[config.mk]
export PLATFORM = sky130hd
export DESIGN_NAME = darm_cell
export DESIGN_NICKNAME = d
export VERILOG_FILES = /design/src/rtl/core/darm_pkg.sv /design/src/rtl/core/darm_cell.sv
export SDC_FILE = /design/constraint.sdc
export NUM_CORES = 1
export LEC_CHECK = 0
export ABC_AREA = 1
export BUFFER_PORTS_ARGS = -buffer_cell sky130_fd_sc_hd__buf_2
export CAP_MARGIN = 0
export CORE_MARGIN = 3
export CORE_UTILIZATION = 34
export DETAILED_ROUTE_END_ITERATION = 16
export SYNTH_ARGS = -nofsm -noshare
export SYNTH_HDL_FRONTEND = slang
export SYNTH_SLANG_ARGS = --single-unit
[constraint.sdc]
create_clock -name clock -period 1.66 [get_ports clock]
set_clock_uncertainty 0.15 [all_clocks]
set_input_delay 0.332 -clock clock [delete_from_list [all_inputs] [get_ports clock]]
set_output_delay 0.332 -clock clock [all_outputs]
set_load 0.02 [all_outputs]
[src/rtl/core/darm_pkg.sv]
// ----------------------------------------------------------------------------
// darm_pkg: shared types and constants of the device address range map
// Field widths, command and status codes, and the structs passed between
// the top level and the range cells.
// ----------------------------------------------------------------------------
package darm_pkg;

   localparam int MAX_RANGES_DEFAULT = 16;

   localparam int ADDR_W   = 64;
   localparam int LEN_W    = 64;
   localparam int END_W    = 65;
   localparam int ID_W     = 8;
   localparam int CMD_W    = 2;
   localparam int STATUS_W = 3;

   typedef enum logic [CMD_W-1:0] {
      CMD_INSERT = 2'd0,
      CMD_REMOVE = 2'd1,
      CMD_LOOKUP = 2'd2
   } cmd_type;

   typedef enum logic [STATUS_W-1:0] {
      STATUS_OK        = 3'd0,
      STATUS_CONFLICT  = 3'd1,
      STATUS_FULL      = 3'd2,
      STATUS_IN_USE    = 3'd3,
      STATUS_NOT_FOUND = 3'd4
   } status_type;

   // request fields broadcast to every cell
   typedef struct packed {
      logic [ADDR_W-1:0] address;
      logic [END_W-1:0]  range_end;
      logic [ID_W-1:0]   device_id;
   } darm_bcast_type;

   // per-cell update strobes
   typedef struct packed {
      logic write;
      logic clear;
   } darm_cell_ctl_type;

   // per-cell compare results
   typedef struct packed {
      logic valid;
      logic clash;
      logic owner_eq;
      logic hit;
   } darm_cell_flags_type;

endpackage

[src/rtl/core/darm_cell.sv]
// ----------------------------------------------------------------------------
// darm_cell: one entry of the range table
// Holds base, 65-bit end and owner of a range and compares them against the
// broadcast request every cycle, registering the results.
// ----------------------------------------------------------------------------
module darm_cell import darm_pkg::*; (
   input  logic                clock,
   input  logic                reset,
   input  darm_bcast_type      bcast,
   input  darm_cell_ctl_type   ctl,
   output darm_cell_flags_type flags_ff,
   output logic [ID_W-1:0]     owner_ff
);

   logic [ADDR_W-1:0]   base_ff;
   logic [END_W-1:0]    end_ff;
   logic                valid_ff;
   darm_cell_flags_type flags_in;
   logic                new_first;

   always_comb begin
      // new range starts at or below this one
      new_first         = bcast.address <= base_ff;
      flags_in.valid    = valid_ff;
      flags_in.clash    = valid_ff && (new_first ? ({1'b0, base_ff} < bcast.range_end)
                                                 : ({1'b0, bcast.address} < end_ff));
      flags_in.owner_eq = valid_ff && (owner_ff == bcast.device_id);
      flags_in.hit      = valid_ff && (base_ff <= bcast.address)
                          && ({1'b0, bcast.address} < end_ff);
   end

   always_ff @(posedge clock) begin
      if (reset) begin
         valid_ff <= 1'b0;
      end else if (ctl.write) begin
         valid_ff <= 1'b1;
      end else if (ctl.clear) begin
         valid_ff <= 1'b0;
      end
   end

   always_ff @(posedge clock) begin
      if (ctl.write) begin
         base_ff  <= bcast.address;
         end_ff   <= bcast.range_end;
         owner_ff <= bcast.device_id;
      end
      flags_ff <= flags_in;
   end

endmodule

==> results.md, run 1 <==
Yosys:
- The cell area that synthesis handed to floorplanning was 9410 sq um.
- The average footprint of a synthesized cell is between 9 and 10 sq um.
- The synthesized netlist cell count is 988.
- The compound-cell area share of the yosys netlist is 0.0776.
- The flop and latch count out of synthesis is 142.
- The post-synthesis xor/xnor area fraction is 0.00186.
- After synthesis, the largest family of logic cells by area is adder cells.
- The post-synthesis mux area share is 0.
- In the synthesized netlist the async set-or-reset flop fraction comes to 0.
- The most area-hungry cell type in the Yosys netlist is edfxtp_1.
- The commonest register cell after synthesis is edfxtp_1.
- The unique cell type count in the Yosys netlist is 30.
- Of the total synthesized cell area, the portion taken by AND, OR, NAND and NOR gates is 0.127.
- The count of flip-flops with a built-in enable after synthesis is 137.
- Ranked by total cell area, the synthesized netlist is headed by edfxtp_1 (44%), ha_1 (25%), inv_1 (9.3%), nand2_1 (7.2%), a21oi_1 (4.9%).
- In the synthesized netlist, the cells that appear most often are inv_1 (234), ha_1 (190), nand2_1 (180), edfxtp_1 (137), a21oi_1 (93).
- Of the total synthesized cell area, the portion taken by full adders, half adders and majority gates is 0.253.
- Of the synthesized area, sequential elements account for 0.448.
- The top cell type's share of synthesized area is 0.437.
- During synthesis, Yosys emitted a total of 0 warnings.
- Synthesis produced a netlist with a net count of 1319.
- Yosys instantiated no cell more often than inv_1.

Clocking:
- The maximum level of the CTS H-tree is 4.
- Clock tree synthesis inserted a total of 17 buffers.
- The insertion delay of the later-clocked pin in the worst-skew pair is ~0.42 ns.
- TritonCTS built the clock tree.
- The tree built by TritonCTS fans out to 142 sinks.
- The deepest clock path buffer count is 2.
- The clock transition at the registers of the reported paths is 0.06 ns.
- The buffer cell driving the clock tree root is clkbuf_16.

STA:
- The final count of hold timing violations was 0.
- In the finished design, the share of the clock period the worst path needs comes to 1.24.
- The final number of setup-violating endpoints is 2.
- The remaining max-slew budget at the tightest pin is 0.780.
- Setup repair after global routing could not meet its margin everywhere.
- The final worst slack is -0.403 ns.
- The total count of max-transition violations in the final report is 0.
- The measured slew at the worst slew-check pin is 0.328 ns.
- The accumulated negative setup slack is -0.735 ns.
- The highest attainable clock frequency is 0.485 GHz.
- On the final layout, the worst hold slack is 0.0540 ns.
- The minimum clock period is roughly 2.1 ns.

Setup path:
- The signal on the critical path passes through ha_4, nand2_2, nor2_2, nand4_1, nor2_2, and3b_2, nand2_2, nand3_2, nand2_2, nand2_2, nor2_2.
- Counting stages on the worst path, the most repeated cell is nand2_2.
- The arrival time of data at the critical path endpoint is 2.22 ns.
- The cell type of the slowest stage on the worst timing path is edfxtp_1.
- The reg-to-reg setup timing slack is -0.40 ns.
- The worst register-to-register path begins at base_ff[55].
- The worst endpoint required time is 1.82 ns.
- STA classifies the critical path endpoint as a register.
- The critical path class is reg2reg.
- The worst path buffer plus inverter count is 0.
- The longest individual stage delay on the worst path is 0.45 ns.
- STA classifies the critical path startpoint as a register.
- The capture instance of the worst register-to-register path is flags_ff[2].
- The top cell family by delay on the critical path is simple AND/OR/NAND/NOR gates.
- Of all nets on the critical path, the largest fanout is 2.
- The number of cells on the worst reg-to-reg path is 11.

Floorplanning:
- The die covers 29700 sq um.
- For this configuration, the core starts out at a cell density of 0.347.
- The die is about 170 microns tall.
- In this run the count of I/O pins placed on the die edge is 153.
- Row generation in the floorplan step produced 60 rows.
- The floorplan step set the die width to ~170 microns.
- The core region is 27100 sq um.

Routing:
- The detailed router used layers up to and including met5.
- After detailed routing, the average wire length per cell comes to 13.9 microns.
- The detailed-route DRC error count is 0.
- The routed length on met2 is 11.3 mm.
- In the final routing, the length of wire on met1 measures 11.1 mm.
- In this run, the number of DRC markers left after iteration 0 of detailed routing was 321.
- The total number of vias is approximately 7800.
- Using the TritonRoute via totals, the vias-per-cell ratio works out to 4.51.
- In the detailed route, the total length drawn on met3 is 1.17 mm.
- The first TritonRoute pass finished after 5 iterations.
- Wires add up to 24.0 mm.
- The detail route stage leaves a number of antenna-violating nets equal to 0.

Layout:
- In the final design database the tool counted 1671 nets.
- The layout overhead on the synthesized area is 41.3%.
- Of the cells placed in the final design, the portion with a size suffix greater than 1 is 0.237.
- The filler cell count is approximately 2600.
- Across the whole layout, storage elements account for 4210 sq um.
- The area occupied by multi-input gates is around 4600 sq um.
- The final core utilization is 0.491.

Power and ir drop:
- The worst IR drop on VDD is 0.000599 V.
- Dividing total power by cell area gives a power density of 814 nW/um^2.
- The leakage dissipation is 6.71 nW.

Hold path:
- In this run the most critical hold path is launched from bcast[110].
- The cell depth of the worst min-delay path is 2.
- The tightest min-delay check is of the in2reg type.
- The path with the worst hold slack has its endpoint at base_ff[37].

Global routing:
- The first global-routing pass estimated roughly 38 mm of wire.
- The global router's overall resource usage is 0.162.
- The number of antenna violations at the first check in global routing came to 8.
- The remaining global-route overflow is 0.
- The maximum number of pins on one net before global-route repair is roughly 50.
- The number of global-route vias before repair is 7888.

Placement:
- During placement, the flow inserted port buffers numbering 152.
- The HPWL after detailed placement is 18.1 mm.
- The congestion estimate from routability-driven global placement came to 0.790.

Status:
- The run finished, with violations left.
- The final reports fail on setup timing.

Job:
- The tool flagged a number of max-cap violations equal to 0.
[registers in the layout, summed over array words and instances, names as in the netlist]
name / cells
base_ff: 64
end_ff: 65
flags_ff: 4
valid_ff: 1
owner_ff: 8
[repair_timing]
action                                 in CTS  in global routing
gates cloned                                0                  0
pin swaps                                  16                 26
endpoints found under the hold margin     117                  0
gates resized for setup                    34                 38
hold buffers                              116                  0
setup buffers                               1                  4
setup endpoints to repair                   2                  3
[routing by layer]
metal,up-vias,global-route usage
met5,-,0
met4,12,0.0420
met3,34,0.0423
met2,132,0.272
met1,3614,0.209
li1,4003,-
[per-stage QoR]
step | total power, mW | cell area (sq um) | instances | setup slack, ns
global placement | 6.31 | 11200 | 1573 | -0.632
floorplan | 5.51 | 9410 | 988 | -0.0783
global route | 11.5 | 13300 | 1727 | -0.522
CTS | 10.9 | 13100 | 1721 | -0.383
finish | 10.8 | 13300 | 1727 | -0.403
detailed placement | 6.37 | 11200 | 1573 | -0.569
[layout make-up]
class	instances	share of cell area
multi-input combinational	612	0.349
sequential	142	0.317
timing repair buffer	333	0.186
inverter	234	0.0660
tap	372	0.0350
clock buffer	20	0.0336
clock inverter	12	0.0138
antenna	2	0.000376
[power breakdown]
part | internal, mW | switching, mW
clock network | 2.57 | 1.62
logic | 1.07 | 1.19
registers | 4.25 | 0.130
[layout by cell type (no fill, tap or decap), types with 5 or more instances in the layout]
cell type,synthesis,final
nand3_1,15,13
nor2_1,50,36
ha_4,0,9
o21ai_0,23,22
buf_2,0,151
ha_1,190,181
o21a_1,7,7
buf_4,0,60
inv_1,234,230
a21oi_2,0,5
nand2_2,1,18
nand4_1,14,14
clkbuf_16,0,17
a21oi_1,93,87
edfxtp_1,137,137
dfxtp_1,5,5
dlygate4sd3_1,0,116
nor2_2,7,19
nand2_1,180,162
[worst max path at each step]
| stage | from | end | slack [ns] | depth (start not counted) |
|---|---|---|---|---|
| finish | base_ff[55] | flags_ff[2] | -0.40 | 11 |
| global route | base_ff[59] | flags_ff[2] | -0.52 | 11 |
| CTS | base_ff[12] | flags_ff[2] | -0.38 | 11 |
| detailed placement | bcast[88] | flags_ff[2] | -0.57 | 12 |
| global placement | bcast[105] | flags_ff[2] | -0.63 | 14 |
| floorplan | base_ff[41] | flags_ff[2] | -0.08 | 9 |
[logic make-up after synthesis]
group / Yosys count
adder cells (fa/ha/maj): 190
buffers and inverters: 234
XOR/XNOR: 2
flip-flops: 142
AND/OR/NAND/NOR: 284
AO/OA/AOI/OAI: 136
Note: power is estimated with default switching activity, not from simulation.
==> run 2: changes to the inputs <==
- CORE_UTILIZATION: 34 -> 35
- MAX_ROUTING_LAYER: default -> met4
==> run 2 against run 1 <==
Net effect:
- the flow still finishes with violations (setup timing)
- clock power fell by 6.2%
- critical path depth did not move
- sequential share of layout area rose by 0.48 points
- global-route usage rose by 0.80 points
- critical path type unchanged
- critical endpoint unchanged
==> results.md, run 2 (synthesized netlist as in run 1, its figures left out) <==
Routing:
- The vias per cell is roughly 4.6.
- After detailed routing, the total wire length is approximately 23 mm.
- The final routed wire length divided by cell count is 13.9 microns.
- The detailed-route DRC error count is 0.
- The routed layout has 7727 vias.
- The initial DRC count is between 300 and 400.
- The first TritonRoute pass finished after 5 iterations.
- The post-detailed-route count of antenna-violating nets is 0.

Layout:
- The post-layout instance count excluding filler cells is 1690.
- After the last flow step, the layout net total stands at 1665.
- The largest registers in the layout are end_ff (65), base_ff (64), owner_ff (8).
- The library cell used most frequently in the layout, excluding fill and tap cells, is inv_1.
- The top cell types in the final layout, fill and taps aside, are inv_1 (232), ha_1 (183), nand2_1 (169), buf_2 (151), edfxtp_1 (137).
- The final core utilization is 0.499.
- In the final layout, the share of cells above drive strength 1 is 0.226.
- The final design area excluding fillers is 13100 sq um.
- The largest register by flop count is end_ff.
- The number of flip-flops in the largest register is 65.
- The layout overhead on the synthesized area is 39.2%.

Hold path:
- The worst min-delay path category is in2reg.

Global routing:
- The global router's overall resource usage is 0.170.
- The maximum number of pins on one net before global-route repair is 42.
- The first global-routing pass estimated 37.9 mm of wire.
- The number of antenna violations at the first check in global routing is 8.
- The number of global-route vias before repair came to 7807.
- The remaining global-route overflow is 0.

Floorplanning:
- The floorplan step defined a die boundary enclosing 28900 sq um.
- The initialized floorplan defines 59 standard-cell rows.
- The die is approximately 170 microns tall.
- The initial standard-cell utilization of the core is 0.358.
- Pin placement for this block handled 153 I/O pins.
- The placeable core region is 26300 sq um.
- From left edge to right edge, the die measures 170 microns.

Clocking:
- The CTS tree is yes.
- The number of buffers created by CTS is 17.
- No sink is reached through more buffers than the 2 on the longest clock path.
- Clock latency on the worst-skew pair, taken at its later pin, is 0.42 ns.
- The tree built by TritonCTS fans out to approximately 140 sinks.
- After clock tree synthesis, the clock-pin slew on the worst setup and hold paths is 0.07 ns.
- The H-tree was split into 4 levels.
- The buffer cell driving the clock tree root is clkbuf_16.

Setup path:
- For flop-to-flop paths, the worst setup slack is -0.44 ns.
- The largest fanout on the critical path is 2.
- STA puts the critical path data required time at 1.82 ns.
- The critical path class is reg2reg.
- At the worst endpoint, the arrival time is 2.26 ns.
- STA classifies the critical path endpoint as a register.
- The startpoint type of the worst setup path is a register.

STA:
- The final count of hold timing violations is 0.
- The final number of setup-violating endpoints is 2.
- The ratio of final minimum period to clock period is 1.26.
- For the pin with the worst max-slew slack, the measured transition is 0.290 ns.
- The minimum clock period is between 2 and 2.5 ns.
- The total count of max-transition violations in the final report is 0.
- The highest attainable clock frequency is 0.476 GHz.
- In the post-route analysis, the smallest setup slack over all paths is -0.439 ns.
- The accumulated negative setup slack is -0.855 ns.
- Setup repair after global routing could not meet its margin everywhere.
- Measured against its own limit, the worst slew margin works out to 0.805.

Status:
- The checks that failed: setup timing.
- The flow ran to the end, but the final reports show violations.

Placement:
- Once placement finished, the instance area stood at between 10000 and 15000 sq um.
- Once placement completed, the tool counted placed cells totaling 1534.
- In this run the tool buffered the top-level ports with approximately 150 buffer cells.
- At the end of routability-driven placement, the weighted congestion stood at 0.817.
- The wire-length estimate of the detail-placed layout is 17.5 mm.

Job:
- Across the run, the number of max-cap violations was 0.

Power and ir drop:
- The worst-case IR drop observed on VDD is 0.000545 V.
- The leakage dissipation is roughly 6.6 nW.
- The power density over the cells is 802 nW/um^2.
==> run 2: cell count changes in the layout (fill, tap and decap cells not counted), sizes merged, moves of 2 or more <==
cell,delta
diode,+6
buf,-4
inv,+4
bufinv,-2
clkbuf,-2
dlygate4sd3,-2
==> run 2: path summary, 6_finish.rpt <==
check | end | cells past startpoint | startpoint
worst max-delay path | flags_ff[2] | 11 | base_ff[53]
worst min-delay path | base_ff[63] | 1 | bcast[136]
worst max register to register | flags_ff[2] | 11 | base_ff[53]
worst min register to register | flags_ff[1] | 2 | valid_ff
==> run 2: routing by layer <==
layer  vias to the layer above  global-route usage  share of wire
met5                         -                   -              0
met4                         0              0.0384         0.0094
met3                        15              0.0451          0.060
met2                       155               0.266           0.46
met1                      3547               0.223           0.47
li1                       4010                   -              -
==> run 2: cell type report <==
type	count	area [sq um]
timing repair buffer	327	2400
fill	2433	13200
sequential	142	4210
clock inverter	14	154
antenna	8	20.0
multi-input combinational	612	4580
clock buffer	18	439
inverter	234	878
tap	335	419
==> run 2: per-stage QoR <==
step                      setup slack (ns)  hold WS (ns)  total power [mW]
after floorplan                    -0.0783         0.227              5.51
after global placement              -0.634         0.348              6.30
after detailed placement            -0.602         0.348              6.35
after CTS                           -0.369        0.0217              10.6
after global routing                -0.566        0.0218              11.1
final                               -0.439        0.0520              10.5
==> run 2: repair_timing <==
item / CTS / global route
hold buffers: 114 / 0
endpoints found under the setup margin: 2 / 3
pin swaps: 17 / 12
buffers inserted: 1 / 2
endpoints found under the hold margin: 115 / 0
gates resized for setup: 37 / 19
==> run 2: critical path, stage by stage (launching register included) <==
cell and delay (ns):
edfxtp_1 0.44, ha_4 0.30, nand2_1 0.08, nor2_4 0.11, nand4_1 0.13, nor2_2 0.21, and3b_2 0.24, nand2_2 0.07
nand3_2 0.09, nand2_1 0.06, nand2_1 0.07, nor2_2 0.03
==> run 2: where the power goes <==
| part | internal, mW | switching, mW | leakage (nW) | total (mW) |
|---|---|---|---|---|
| sequential | 4.24 | 0.129 | 1.38 | 4.37 |
| clock | 2.28 | 1.65 | 0.285 | 3.93 |
| combinational | 1.05 | 1.16 | 4.98 | 2.21 |
| total | 7.58 | 2.94 | 6.64 | 10.5 |
